<file path="src/hdl/sprite_blit_clip_colorkey_core_assert.svh">
// ----------------------------------------------------------------------------
// Sprite blit assertion macros
// Clocked, reset-gated property wrappers used by the sprite blit clip stage.
// ----------------------------------------------------------------------------
`ifndef SPRITE_BLIT_CLIP_COLORKEY_CORE_ASSERT_SVH
`define SPRITE_BLIT_CLIP_COLORKEY_CORE_ASSERT_SVH

// same-cycle implication
`define SBCK_ASSERT_SAME(label, ante, cons, msg) \
	label: assert property (@(posedge clk) disable iff (!arst_n) (ante) |-> (cons)) \
		else $error(msg);

// next-cycle implication
`define SBCK_ASSERT_NEXT(label, ante, cons, msg) \
	label: assert property (@(posedge clk) disable iff (!arst_n) (ante) |=> (cons)) \
		else $error(msg);

`endif

</file>
<file path="src/hdl/sbck_pkg.sv">
// ----------------------------------------------------------------------------
// Sprite blit package
// Shared constants, register indexes and stage structs.
// ----------------------------------------------------------------------------
`default_nettype none

package sbck_pkg;

	localparam logic [8:0]  MAX_SPRITE_SIDE = 9'd256;
	localparam logic [12:0] MAX_SCREEN_SIDE = 13'd4096;

	typedef enum logic [2:0] {
		REG_ORIGIN_X    = 3'd0,
		REG_ORIGIN_Y    = 3'd1,
		REG_SPRITE_COLS = 3'd2,
		REG_SPRITE_ROWS = 3'd3,
		REG_SCREEN_COLS = 3'd4,
		REG_SCREEN_ROWS = 3'd5,
		REG_KEY_ENABLE  = 3'd6,
		REG_KEY_COLOR   = 3'd7
	} reg_idx_t;

	typedef struct packed {
		logic [15:0] origin_x;
		logic [15:0] origin_y;
		logic [8:0]  sprite_cols;
		logic [8:0]  sprite_rows;
		logic [12:0] screen_cols;
		logic [12:0] screen_rows;
		logic        key_enable;
		logic [15:0] key_color;
	} cfg_t;

	typedef struct packed {
		logic [15:0] color;
		logic [7:0]  col;
		logic [7:0]  row;
		logic        rejected;
		logic        end_of_sprite;
	} scan_t;

endpackage

`default_nettype wire

</file>
<file path="src/hdl/sbck_cfg.sv">
// ----------------------------------------------------------------------------
// Sprite blit configuration registers
// Holds origin, sprite size, screen size and key settings.
// ----------------------------------------------------------------------------
`default_nettype none

module sbck_cfg (
	input  wire logic          clk,
	input  wire logic          arst_n,
	input  wire logic          cfg_we,
	input  wire logic [2:0]    cfg_index,
	input  wire logic [15:0]   cfg_data,
	output sbck_pkg::cfg_t     cfg
);

	sbck_pkg::cfg_t cfg_q;

	always_ff @(posedge clk or negedge arst_n) begin
		if (!arst_n) begin
			cfg_q.origin_x    <= 16'd0;
			cfg_q.origin_y    <= 16'd0;
			cfg_q.sprite_cols <= 9'd1;
			cfg_q.sprite_rows <= 9'd1;
			cfg_q.screen_cols <= 13'd0;
			cfg_q.screen_rows <= 13'd0;
			cfg_q.key_enable  <= 1'b0;
			cfg_q.key_color   <= 16'd0;
		end else if (cfg_we) begin
			case (cfg_index)
				sbck_pkg::REG_ORIGIN_X:    cfg_q.origin_x    <= cfg_data;
				sbck_pkg::REG_ORIGIN_Y:    cfg_q.origin_y    <= cfg_data;
				sbck_pkg::REG_SPRITE_COLS: cfg_q.sprite_cols <= cfg_data[8:0];
				sbck_pkg::REG_SPRITE_ROWS: cfg_q.sprite_rows <= cfg_data[8:0];
				sbck_pkg::REG_SCREEN_COLS: cfg_q.screen_cols <= cfg_data[12:0];
				sbck_pkg::REG_SCREEN_ROWS: cfg_q.screen_rows <= cfg_data[12:0];
				sbck_pkg::REG_KEY_ENABLE:  cfg_q.key_enable  <= cfg_data[0];
				sbck_pkg::REG_KEY_COLOR:   cfg_q.key_color   <= cfg_data;
				default: ;
			endcase
		end
	end

	assign cfg = cfg_q;

endmodule

`default_nettype wire

</file>
<file path="src/hdl/sbck_scan.sv">
// ----------------------------------------------------------------------------
// Sprite blit scan stage
// Accepts pixels, walks the column and row counters, registers stage one.
// ----------------------------------------------------------------------------
`default_nettype none

module sbck_scan (
	input  wire logic          clk,
	input  wire logic          arst_n,
	input  wire sbck_pkg::cfg_t cfg,
	input  wire logic          in_valid,
	output logic               in_ready,
	input  wire logic [15:0]   src_color,
	input  wire logic          s2_ready,
	output logic               valid_s1,
	output sbck_pkg::scan_t    scan_s1
);

	logic [7:0]  col_q;
	logic [7:0]  row_q;
	logic        accept;
	logic        bad_size;
	logic        last_col;
	logic        last_row;
	logic [8:0]  col_inc;
	logic [8:0]  row_inc;

	assign in_ready = !valid_s1 || s2_ready;
	assign accept   = in_valid && in_ready;

	assign bad_size = (cfg.sprite_cols == 9'd0) || (cfg.sprite_rows == 9'd0) ||
		(cfg.sprite_cols > sbck_pkg::MAX_SPRITE_SIDE) ||
		(cfg.sprite_rows > sbck_pkg::MAX_SPRITE_SIDE);

	assign col_inc  = {1'b0, col_q} + 9'd1;
	assign row_inc  = {1'b0, row_q} + 9'd1;
	assign last_col = col_inc >= cfg.sprite_cols;
	assign last_row = row_inc >= cfg.sprite_rows;

	always_ff @(posedge clk or negedge arst_n) begin
		if (!arst_n) begin
			col_q    <= 8'd0;
			row_q    <= 8'd0;
			valid_s1 <= 1'b0;
		end else begin
			if (accept) begin
				valid_s1 <= 1'b1;
				if (bad_size || last_col) begin
					col_q <= 8'd0;
				end else begin
					col_q <= col_inc[7:0];
				end
				if (bad_size || (last_col && last_row)) begin
					row_q <= 8'd0;
				end else if (last_col) begin
					row_q <= row_inc[7:0];
				end
			end else if (s2_ready) begin
				valid_s1 <= 1'b0;
			end
		end
	end

	always_ff @(posedge clk) begin
		if (accept) begin
			scan_s1.color         <= src_color;
			scan_s1.col           <= col_q;
			scan_s1.row           <= row_q;
			scan_s1.rejected      <= bad_size;
			scan_s1.end_of_sprite <= !bad_size && last_col && last_row;
		end
	end

endmodule

`default_nettype wire

</file>
<file path="src/hdl/sbck_clip.sv">
// ----------------------------------------------------------------------------
// Sprite blit clip and key stage
// Places the pixel on screen, clips it, applies the color key, holds result.
// ----------------------------------------------------------------------------
`default_nettype none

module sbck_clip (
	input  wire logic          clk,
	input  wire logic          arst_n,
	input  wire sbck_pkg::cfg_t cfg,
	input  wire logic          valid_s1,
	input  wire sbck_pkg::scan_t scan_s1,
	output logic               s2_ready,
	output logic               out_valid,
	input  wire logic          out_ready,
	output logic               write_enable,
	output logic [11:0]        target_x,
	output logic [11:0]        target_y,
	output logic [15:0]        out_color,
	output logic               end_of_sprite,
	output logic               rejected
);

	logic [12:0] scr_cols;
	logic [12:0] scr_rows;
	logic [16:0] dx;
	logic [16:0] dy;
	logic        on_screen;
	logic        keyed;
	logic        wr;

	assign scr_cols = (cfg.screen_cols > sbck_pkg::MAX_SCREEN_SIDE) ?
		sbck_pkg::MAX_SCREEN_SIDE : cfg.screen_cols;
	assign scr_rows = (cfg.screen_rows > sbck_pkg::MAX_SCREEN_SIDE) ?
		sbck_pkg::MAX_SCREEN_SIDE : cfg.screen_rows;

	assign dx = {cfg.origin_x[15], cfg.origin_x} + {9'd0, scan_s1.col};
	assign dy = {cfg.origin_y[15], cfg.origin_y} + {9'd0, scan_s1.row};

	assign on_screen = !dx[16] && (dx[15:0] < {3'd0, scr_cols}) &&
		!dy[16] && (dy[15:0] < {3'd0, scr_rows});
	assign keyed  = cfg.key_enable && (scan_s1.color == cfg.key_color);
	assign wr     = !scan_s1.rejected && on_screen && !keyed;

	assign s2_ready = !out_valid || out_ready;

	always_ff @(posedge clk or negedge arst_n) begin
		if (!arst_n) begin
			out_valid <= 1'b0;
		end else if (s2_ready) begin
			out_valid <= valid_s1;
		end
	end

	always_ff @(posedge clk) begin
		if (s2_ready && valid_s1) begin
			write_enable  <= wr;
			target_x      <= wr ? dx[11:0] : 12'd0;
			target_y      <= wr ? dy[11:0] : 12'd0;
			out_color     <= wr ? scan_s1.color : 16'd0;
			end_of_sprite <= scan_s1.end_of_sprite;
			rejected      <= scan_s1.rejected;
		end
	end

	`include "sprite_blit_clip_colorkey_core_assert.svh"

	`SBCK_ASSERT_SAME(a_write_in_screen, out_valid && write_enable, ({1'b0, target_x} < scr_cols) && ({1'b0, target_y} < scr_rows), "write target outside screen")
	`SBCK_ASSERT_SAME(a_reject_quiet, out_valid && rejected, !write_enable && !end_of_sprite, "rejected item carries a write or end mark")
	`SBCK_ASSERT_SAME(a_nowrite_zero, out_valid && !write_enable, (target_x == 12'd0) && (target_y == 12'd0) && (out_color == 16'd0), "idle write fields not cleared")
	`SBCK_ASSERT_NEXT(a_s1_held, valid_s1 && !s2_ready, valid_s1, "stage one item dropped while stalled")

endmodule

`default_nettype wire

</file>
<file path="src/hdl/sprite_blit_clip_colorkey_core.sv">
// ----------------------------------------------------------------------------
// Sprite blit with clipping and color key
// Top level: config registers, scan stage and clip/key stage.
// ----------------------------------------------------------------------------
// Takes one RGB565 sprite pixel per item in row-major order and returns one
// result per item through the scan stage register and the output register.
// A new item is accepted every cycle while out_ready does not stall the output:
// the scan stage register and the output register each pass on while the stage
// after them is free, so the sustained rate is one item per clock unless
// out_ready stalls the output. Each result carries a screen write (clipped
// to the screen and skipped on the enabled key color), an end-of-sprite flag
// on the last pixel, and a reject flag when the sprite width or height is
// zero or above 256. Write the registers only while no item is in flight.
`default_nettype none

module sprite_blit_clip_colorkey_core (
	input  wire logic        clk,
	input  wire logic        arst_n,
	input  wire logic        cfg_we,
	input  wire logic [2:0]  cfg_index,
	input  wire logic [15:0] cfg_data,
	input  wire logic        in_valid,
	output logic             in_ready,
	input  wire logic [15:0] src_color,
	output logic             out_valid,
	input  wire logic        out_ready,
	output logic             write_enable,
	output logic [11:0]      target_x,
	output logic [11:0]      target_y,
	output logic [15:0]      out_color,
	output logic             end_of_sprite,
	output logic             rejected
);

	sbck_pkg::cfg_t  cfg;
	sbck_pkg::scan_t scan_s1;
	logic            valid_s1;
	logic            s2_ready;

	sbck_cfg u_cfg (
		.clk       (clk),
		.arst_n    (arst_n),
		.cfg_we    (cfg_we),
		.cfg_index (cfg_index),
		.cfg_data  (cfg_data),
		.cfg       (cfg)
	);

	sbck_scan u_scan (
		.clk       (clk),
		.arst_n    (arst_n),
		.cfg       (cfg),
		.in_valid  (in_valid),
		.in_ready  (in_ready),
		.src_color (src_color),
		.s2_ready  (s2_ready),
		.valid_s1  (valid_s1),
		.scan_s1   (scan_s1)
	);

	sbck_clip u_clip (
		.clk           (clk),
		.arst_n        (arst_n),
		.cfg           (cfg),
		.valid_s1      (valid_s1),
		.scan_s1       (scan_s1),
		.s2_ready      (s2_ready),
		.out_valid     (out_valid),
		.out_ready     (out_ready),
		.write_enable  (write_enable),
		.target_x      (target_x),
		.target_y      (target_y),
		.out_color     (out_color),
		.end_of_sprite (end_of_sprite),
		.rejected      (rejected)
	);

endmodule

`default_nettype wire

</file>
<file path="config.mk">
export PLATFORM = sky130hd
export DESIGN_NAME = sprite_blit_clip_colorkey_core
export DESIGN_NICKNAME = d
export VERILOG_FILES = /design/src/hdl/sbck_pkg.sv /design/src/hdl/sbck_cfg.sv /design/src/hdl/sbck_scan.sv /design/src/hdl/sbck_clip.sv /design/src/hdl/sprite_blit_clip_colorkey_core.sv
export VERILOG_INCLUDE_DIRS = /design/src /design/src/hdl
export SDC_FILE = /design/constraint.sdc
export NUM_CORES = 1
export LEC_CHECK = 0
export ABC_AREA = 1
export BUFFER_PORTS_ARGS = -buffer_cell sky130_fd_sc_hd__buf_2
export CORE_MARGIN = 10
export CORE_UTILIZATION = 45
export DETAILED_ROUTE_END_ITERATION = 10
export PLACE_DENSITY_LB_ADDON = 0.05
export SLEW_MARGIN = 40
export SYNTH_ARGS = -nofsm -noshare
export SYNTH_HDL_FRONTEND = slang
export SYNTH_SLANG_ARGS = --single-unit
</file>
<file path="constraint.sdc">
create_clock -name clk -period 3.45 [get_ports clk]
set_clock_uncertainty 0.1 [all_clocks]
set_input_delay 0.345 -clock clk [delete_from_list [all_inputs] [get_ports clk]]
set_output_delay 0.345 -clock clk [all_outputs]
set_load 0.1 [all_outputs]
</file>
After elaboration in Yosys (flattened, before gate mapping) --
Cells that the tools add are included.
Cells by class: add/sub/neg operators 4, order comparisons 8, eq/ne operators 8, muxes and demuxes 7, reductions and logical operators 39
Operator list (count):
- 16-bit by 9-bit adder with 17-bit output | 2
- 16-bit by 13-bit less-than comparator with 1-bit output | 2
- 13-bit greater-than comparator (second input constant) | 2
- 13-bit two-way mux | 2
- 8-bit two-way mux | 3
- 8-bit by 1-bit adder with 9-bit output (second input constant) | 2
- 9-bit greater-or-equal comparator | 2
- 9-bit greater-than comparator (second input constant) | 2
- 9-bit logical NOT | 2
- 2-bit AND reduction | 9
- 16-bit == test | 1
- 3-bit == test (second input constant) | 4
- 1-bit logical AND | 11
- 1-bit logical NOT | 7
- 1-bit logical OR | 7
- 3-bit by 2-bit == test with 1-bit output (second input constant) | 2
- 2-bit nonzero test | 2
- 3-bit by 1-bit == test with 1-bit output (second input constant) | 1
- 3-bit logical NOT | 1
- 1-bit two-way mux | 2
Storage, ports and cells: flip-flop bits (word level) 188, logic and storage cells 89

Depth between registers and ports, before layout --
Gate-level depths: netlist (run 1).
word-level depth 8, depth in mapped cells 21, depth with buffers taken out 20

Hierarchy --
A second synthesis (run 1) with hierarchy kept.
Second synthesis, totals: cell total of the unflattened synthesis 1221, area total of the unflattened synthesis 10263.6 sq um
By module, submodules not included:
- sbck_clip | instances 1, cells an instance 529, area each 3977.6 sq um, sequential area each 1316.3 sq um
- sbck_cfg | instances 1, cells an instance 415, area each 3653.5 sq um, sequential area each 2329.7 sq um
- sbck_scan | instances 1, cells an instance 277, area each 2632.5 sq um, sequential area each 1446.4 sq um

Worst setup path before layout (run 1) --
OpenSTA, ideal clock, no wires.
kind register to register, from register u_clip.out_valid, to register u_scan.scan_s1[0] (netlist name), setup time 410 ps, arrival 3305 ps, data required time 2940 ps, setup slack -365 ps, stages on the path, launching flop included 5, clock period less this slack 3815 ps, cells stage by stage dfrtp_1 -> nand3_1 -> nand2_1 -> inv_1 -> clkbuf_1
On the way: longest elaborated chain between the ends 4
Ends and longest elaborated chain:
- start, declared | line sbck_clip.sv:14 | output logic out_valid,
- start signal, assigned | line sbck_clip.sv:51 | out_valid <= valid_s1;
- 1-bit logical NOT | line sbck_clip.sv:45 | assign s2_ready = !out_valid || out_ready;
- 1-bit logical OR | line sbck_clip.sv:45
- 1-bit logical OR | line sbck_scan.sv:28 | assign in_ready = !valid_s1 || s2_ready;
- via in_ready | line sprite_blit_clip_colorkey_core.sv:23 | output logic in_ready,
- 1-bit logical AND | line sbck_scan.sv:29 | assign accept = in_valid && in_ready;
- via u_scan.accept | line sbck_scan.sv:21 | logic accept;
The timed path passes the listed nets, and every way through them passes these cells. A chain may end at the register's enable or synchronous reset.

Final worst setup path (run 1) --
from register u_scan.scan_s1[2] (netlist name), to register u_clip.target_y[10], data pin
On the way: longest elaborated chain between the ends 6, elaborated cells on any way between the ends 7
Ends and longest elaborated chain:
- 16-bit by 9-bit adder with 17-bit output * | line sbck_clip.sv:38 | assign dy = {cfg.origin_y[15], cfg.origin_y} + {9'd0, scan_s1.row};
- branches (longest 5 deep; another with 16-bit by 13-bit less-than comparator with 1-bit output)
- end signal, assigned | line sbck_clip.sv:59 | target_y <= wr ? dy[11:0] : 12'd0;
- end, declared | line sbck_clip.sv:18 | output logic [11:0] target_y,
Mark *: on every way between the ends.

==> results.sh, run 1 <==
export IMPL_worst_setup_path_start_kind="register"
export IMPL_syn_to_final_growth_pct=18.5
export IMPL_routedWlPerCell_microns=16.1
export IMPL_grt_pass1_wl_microns=37700
export IMPL_max_slew_margin=0.469
export IMPL_synth_seq_cells=188
export IMPL_syn_nets=1186
export IMPL_switching_share=0.379
export IMPL_clock_power_share=0.269
export IMPL_fmax_ghz=0.305
export IMPL_ys_warn_count=0
export IMPL_r2r_cells=18
export IMPL_finalCoreUtilization=0.546
export IMPL_drv_cap=0
export IMPL_post_synth_cell_area_avg_sq_um=8.99
export IMPL_power_mw=7.24
export IMPL_p_comb_frac=0.323
export IMPL_io_pins=85
export IMPL_clockRootBuffer="clkbuf_16"
export IMPL_dp_cells=1432
export IMPL_synthArstFlopShare=0.590
export IMPL_worst_r2r_endpoint="u_clip.target_y[10]"
export IMPL_die_w_microns=167
export IMPL_p_int_mw=4.50
export IMPL_nets=1303
export IMPL_via_per_inst=4.94
export IMPL_yosysUniqueCellTypes=40
export IMPL_p_seq_frac=0.408
export IMPL_criticalPathCategory="reg2reg"
export IMPL_reg2reg_from="u_scan.scan_s1[2]"
export IMPL_syn_area_sq_um=9740
export IMPL_via_count=7355
export IMPL_nFillCells=1957
export IMPL_status="complete, no violations"
export IMPL_leakagePower_nw=5.63
export IMPL_critPathRequiredTime_ns=3.64
export IMPL_ys_seq_area_frac=0.523
export IMPL_grt_pass1_vias=7099
export IMPL_yosysTopAreaCellShare=0.280
export IMPL_drtPass1Iterations=4
export IMPL_crit_slowest_cell="fa_2"
export IMPL_synth_area_leader_cell="dfrtp_1"
export IMPL_cellPowerDensity_nw_per_um2=627
export IMPL_grt_overflow=0
export IMPL_totalWireLength_microns=24000
export IMPL_critPathMaxFanout=7
export IMPL_cpLargestDelayFamily="simple AND/OR/NAND/NOR gates"
export IMPL_layout_drive_gt1_share=0.169
export IMPL_initial_core_util=0.461
export IMPL_cts_sinks=188
export IMPL_drc=0
export IMPL_mostFrequentLayoutCells="nand2_1, inv_1, dfrtp_1"
export IMPL_gp_congestion=0.875
export IMPL_rows=53
export IMPL_synth_edff_count=77
export IMPL_critPathLaunch="u_scan.scan_s1[2]"
export IMPL_crit_end="u_clip.target_y[10]"
export IMPL_grt_max_degree=53
export IMPL_cp_arrival_ns=3.47
export IMPL_syn_inst=1084
export IMPL_cts_buffer_depth=2
export IMPL_tightest_slew_ns=0.795
export IMPL_clk_pin_slew_ns=0.08
export IMPL_cts_tree="built"
export IMPL_fin_cells=1489
export IMPL_hold_path_class="in2reg"
export IMPL_worstPathCellList="ha_2 -> inv_1 -> fa_2 -> o21ai_2 -> nand2_1 -> nand2_2 -> nand2_2 -> xor2_1 -> ha_2 -> or3_1 -> nor2_1 -> nand2_1 -> nor2_1 -> nand3_1 -> nor2_4 -> nand2_8 -> clkbuf_16 -> nor2_2"
export IMPL_clk_latency_ns=0.43
export IMPL_peakVddDrop_uv=339
export IMPL_maxSlewViolCount=0
export IMPL_grt_usage=0.168
export IMPL_reg2reg_slack_ns=0.17
export IMPL_cp_end_kind="register"
export IMPL_drt_iter0_drc=426
export IMPL_crit_path_max_incr_delay_ns=0.42
export IMPL_htreeDepth=4
export IMPL_cp_num_buf_inv=2
export IMPL_cp_depth=18
export IMPL_post_route_period_util=0.951
export IMPL_fp_coreArea_sq_um=21200
export IMPL_die_y_microns=167
export IMPL_antenna_found_initial=0
export IMPL_final_antenna_net_count=0
export IMPL_layout_commonest_cell="nand2_1"
export IMPL_setup_viol=0
export IMPL_period_needed_ns=3.28
export IMPL_finalHoldViolCount=0
export IMPL_synth_flop_cell="dfrtp_1"
export IMPL_numCtsBuffers=17
export IMPL_dieArea_sq_um=27900
export IMPL_antenna_cells=0
export IMPL_ys_top_cells_by_area="dfrtp_1, edfxtp_1, nand2_1"
export IMPL_dp_hpwl_microns=17500
export IMPL_switchingPower_mw=2.74
export IMPL_port_buffers=84
==> Yosys cell counts, drive strengths merged, types with 8 or more instances <==
master and n:
nand4 11, clkbuf 16, nor3 8, nand3 38
xnor2 11, ha 60, nand2 268, nor2 117
edfxtp 77, dfrtp 109, xor2 27, inv 150
o21ai 105, a21oi 37
==> metrics by stage <==
step	setup WS, ns	setup TNS [ns]	hold slack [ns]	instance area, sq um
finish	0.170	0	0.0306	11500
global route	-0.0759	-2.07	0.0232	11500
CTS	0.137	0	0.0177	11300
detailed placement	0.152	0	0.235	10500
global placement	0.230	0	0.234	10500
floorplan	0.298	0	-0.0506	9750
==> power groups by stage <==
stage | logic (mW) | registers, mW | clock network, mW
after floorplan | 1.34 | 3.28 | 0
after global placement | 2.21 | 2.99 | 0
after detailed placement | 2.23 | 2.99 | 0
after CTS | 2.26 | 2.95 | 1.99
after global routing | 2.63 | 3.00 | 2.08
final | 2.34 | 2.96 | 1.95
==> cell families after synthesis <==
group / after synthesis / synth area share
compound gates: 167 / 0.0931
xor+xnor: 38 / 0.0342
simple gates: 458 / 0.199
buf+inv: 171 / 0.0694
fa+ha+maj: 62 / 0.0812
flops: 188 / 0.523
==> tightest hold or removal path, cell delays in order <==
cell,delay (ns)
buf_2,0.09
nand2_1,0.04
o21ai_0,0.05
==> worst min path at each step <==
| stage | start | endpoint | cells after the start |
|---|---|---|---|
| 2_1_floorplan | arst_n | u_cfg.cfg[0] | 0 |
| 3_3_place_gp | arst_n | u_scan.valid_s1 | 1 |
| 3_5_place_dp | arst_n | u_scan.valid_s1 | 1 |
| 4_1_cts | cfg_data[7] | u_cfg.cfg[7] | 3 |
| 5_1_grt | cfg_data[3] | u_cfg.cfg[3] | 3 |
| 6_report | cfg_data[7] | u_cfg.cfg[7] | 3 |
==> registers in the layout, summed over array words and instances, names as in the netlist, 8 cells and up <==
register,cells
u_cfg.cfg,93
u_clip.out_color,16
u_clip.target_x,12
u_clip.target_y,12
u_scan.col_q,8
u_scan.row_q,8
u_scan.scan_s1,34
==> layout make-up <==
type / instances / area, sq um / area share
inverter: 150 / 563 / 0.0488
clock inverter: 12 / 121 / 0.0105
multi-input combinational: 725 / 4140 / 0.359
sequential: 188 / 5090 / 0.441
timing repair buffer: 119 / 817 / 0.0708
clock buffer: 20 / 468 / 0.0405
tap: 275 / 344 / 0.0298
==> per-layer routing <==
| layer | GRT usage | up-vias | routed length (microns) |
|---|---|---|---|
| li1 | - | 3758 | - |
| met1 | 0.232 | 3459 | 11800 |
| met2 | 0.261 | 114 | 10900 |
| met3 | 0.0375 | 24 | 958 |
| met4 | 0.0409 | 0 | 340 |
| met5 | 0 | - | 0 |
==> repair_timing <==
action | CTS | global route
endpoints found under the hold margin | 46 | 0
hold buffers | 17 | 0
resized for setup | 0 | 31
buffers inserted | 0 | 5
endpoints found under the setup margin | 0 | 41
Note: power is estimated with default switching activity, not from simulation.
==> run 2, diff against run 1 <==
--- a/config.mk
+++ b/config.mk
@@ -10,8 +10,10 @@
 export BUFFER_PORTS_ARGS = -buffer_cell sky130_fd_sc_hd__buf_2
 export CORE_MARGIN = 10
 export CORE_UTILIZATION = 45
+export CTS_BUF_LIST = sky130_fd_sc_hd__clkbuf_4 sky130_fd_sc_hd__clkbuf_8 sky130_fd_sc_hd__clkbuf_16
 export DETAILED_ROUTE_END_ITERATION = 10
 export PLACE_DENSITY_LB_ADDON = 0.05
+export REMOVE_ABC_BUFFERS = 1
 export SLEW_MARGIN = 40
 export SYNTH_ARGS = -nofsm -noshare
 export SYNTH_HDL_FRONTEND = slang
==> run 2 against run 1 <==
  * Non-clock buffer count is 2 higher
  * Combinational power down 2%
  * Clock-buffer cell count down 1
  * Final area fell by 0.14%
  * Register-to-register slack worse by 0.04 ns
  * Clock power is 6% higher
  * Final cell count grew 0.20%
  * Total power up 1.0%
  * Flip-flop and latch count stayed put
  * Largest power group unchanged
  * Die area stayed put
  * Hold slack improved by 0.0074 ns
  * Via count rose by 1.3%
  * Critical endpoint is now u_clip.target_x[10]
==> results.sh, run 2 (synthesis results as in run 1) <==
export IMPL_status="complete, no violations"
export IMPL_critPathRequiredTime_ns=3.65
export IMPL_via_per_inst=4.99
export IMPL_layout_drive_gt1_share=0.164
export IMPL_layout_commonest_cell="nand2_1"
export IMPL_initial_core_util=0.461
export IMPL_cts_tree="built"
export IMPL_nets=1305
export IMPL_drc=0
export IMPL_crit_path_max_incr_delay_ns=0.39
export IMPL_rsz0062_at_grt="true"
export IMPL_cellPowerDensity_nw_per_um2=634
export IMPL_syn_to_final_growth_pct=18.3
export IMPL_period_needed_ns=3.32
export IMPL_finalCoreUtilization=0.545
export IMPL_gp_congestion=0.892
export IMPL_cp_end_kind="register"
export IMPL_die_y_microns=167
export IMPL_drv_cap=0
export IMPL_finalHoldViolCount=0
export IMPL_critPathMaxFanout=7
export IMPL_setup_tns_final_ns=0
export IMPL_cts_sinks=188
export IMPL_grt_max_degree=47
export IMPL_rows=53
export IMPL_tightest_slew_ns=0.740
export IMPL_leakagePower_nw=5.64
export IMPL_fin_cells=1492
export IMPL_mostFrequentLayoutCells="nand2_1, inv_1, dfrtp_1"
export IMPL_worstPathCellList="ha_1 -> a21oi_2 -> nand2_2 -> nand2_1 -> nand2_1 -> xor2_2 -> ha_1 -> a21oi_1 -> nor2_1 -> a211oi_1 -> a21oi_1 -> o21a_1 -> nor2_2 -> nand2_4 -> clkbuf_16 -> nor2_2"
export IMPL_cp_depth=16
export IMPL_criticalPathCategory="reg2reg"
export IMPL_cp_num_buf_inv=1
export IMPL_hold_path_class="in2reg"
export IMPL_grt_pass1_vias=7263
export IMPL_cp_arrival_ns=3.52
export IMPL_dp_cells=1432
export IMPL_post_route_period_util=0.963
export IMPL_port_buffers=84
export IMPL_fp_coreArea_sq_um=21200
export IMPL_drt_iter0_drc=389
export IMPL_dieArea_sq_um=27900
export IMPL_peakVddDrop_uv=371
export IMPL_power_mw=7.31
export IMPL_htreeDepth=4
export IMPL_largest_register_ffs=93
export IMPL_grt_pass1_wl_microns=38200
export IMPL_clockRootBuffer="clkbuf_16"
export IMPL_final_antenna_net_count=0
export IMPL_setup_viol=0
export IMPL_io_pins=85
export IMPL_routedWlPerCell_microns=16.6
export IMPL_antenna_found_initial=0
export IMPL_min_delay_path_depth=3
export IMPL_dp_hpwl_microns=17100
export IMPL_cts_buffer_depth=2
export IMPL_fmax_ghz=0.301
export IMPL_numCtsBuffers=17
export IMPL_die_w_microns=167
export IMPL_totalWireLength_microns=24800
export IMPL_r2r_cells=16
export IMPL_cpLargestDelayFamily="compound AO/OA/AOI/OAI gates"
export IMPL_max_slew_margin=0.505
export IMPL_clk_pin_slew_ns=0.07
export IMPL_crit_slowest_cell="dfrtp_1"
export IMPL_drtPass1Iterations=5
export IMPL_via_count=7449
export IMPL_grt_usage=0.168
export IMPL_maxSlewViolCount=0
export IMPL_grt_overflow=0
export IMPL_worst_setup_path_start_kind="register"
export IMPL_clk_latency_ns=0.44
-- run 2: cell count changes in the layout (fill, tap and decap cells not counted), sizes merged --
cell    previous run  this run
clkinv             3         4
inv              158       155
buf              100       101
bufinv             0         3
diode              0         1
-- run 2: timing repair --
action                     CTS  global route
hold endpoints to repair    58             0
setup endpoints to repair    0            41
buffers inserted             0             4
hold buffers                17             0
resized for setup            0            23
-- run 2: metal layers --
| metal | share of wire | global-route usage | routed length, microns | vias up |
|---|---|---|---|---|
| li1 | - | - | - | 3779 |
| met1 | 0.47 | 0.222 | 11700 | 3502 |
| met5 | 0 | 0 | 0 | - |
| met4 | 0.014 | 0.0503 | 353 | 0 |
| met2 | 0.48 | 0.275 | 11800 | 145 |
| met3 | 0.036 | 0.0311 | 902 | 23 |
-- run 2: worst min-delay path: cells and delay by family --
kind / cells / cell delay [ns]
AOI/OAI and AO/OA: 1 / 0.05
buffers and inverters: 1 / 0.09
and+or+nand+nor: 1 / 0.05
-- run 2: layout make-up --
type	count	area (sq um)
fill	1968	9630
sequential	188	5090
multi-input combinational	725	4080
timing repair buffer	121	841
inverter	150	563
clock buffer	19	447
tap	275	344
clock inverter	13	160
antenna	1	2.50
-- run 2: worst paths after layout --
| path | start | slack (ns) | endpoint |
|---|---|---|---|
| setup / recovery | u_cfg.cfg[63] | 0.13 | u_clip.target_x[10] |
| hold / removal | cfg_data[1] | 0.04 | u_cfg.cfg[1] |
| setup reg to reg | u_cfg.cfg[63] | 0.13 | u_clip.target_x[10] |
| hold reg to reg | u_scan.scan_s1[0] | 0.33 | u_clip.end_of_sprite |
| max in group asynchronous | arst_n | 2.09 | u_scan.col_q[7] |
| min in group asynchronous | arst_n | 0.38 | u_scan.valid_s1 |
-- run 2: power by group --
group	switching, mW	total, mW	internal [mW]
Sequential	0.261	2.96	2.70
Combinational	1.54	2.30	0.762
Clock	0.887	2.06	1.17
-- run 2: stage by stage --
stage | instance area, sq um | hold WS (ns) | setup WS, ns
floorplan | 9630 | -0.0506 | -0.310
global placement | 10500 | 0.301 | 0.201
detailed placement | 10500 | 0.315 | 0.111
CTS | 11300 | 0.0207 | 0.0923
global route | 11500 | 0.0340 | -0.0286
finish | 11500 | 0.0380 | 0.127
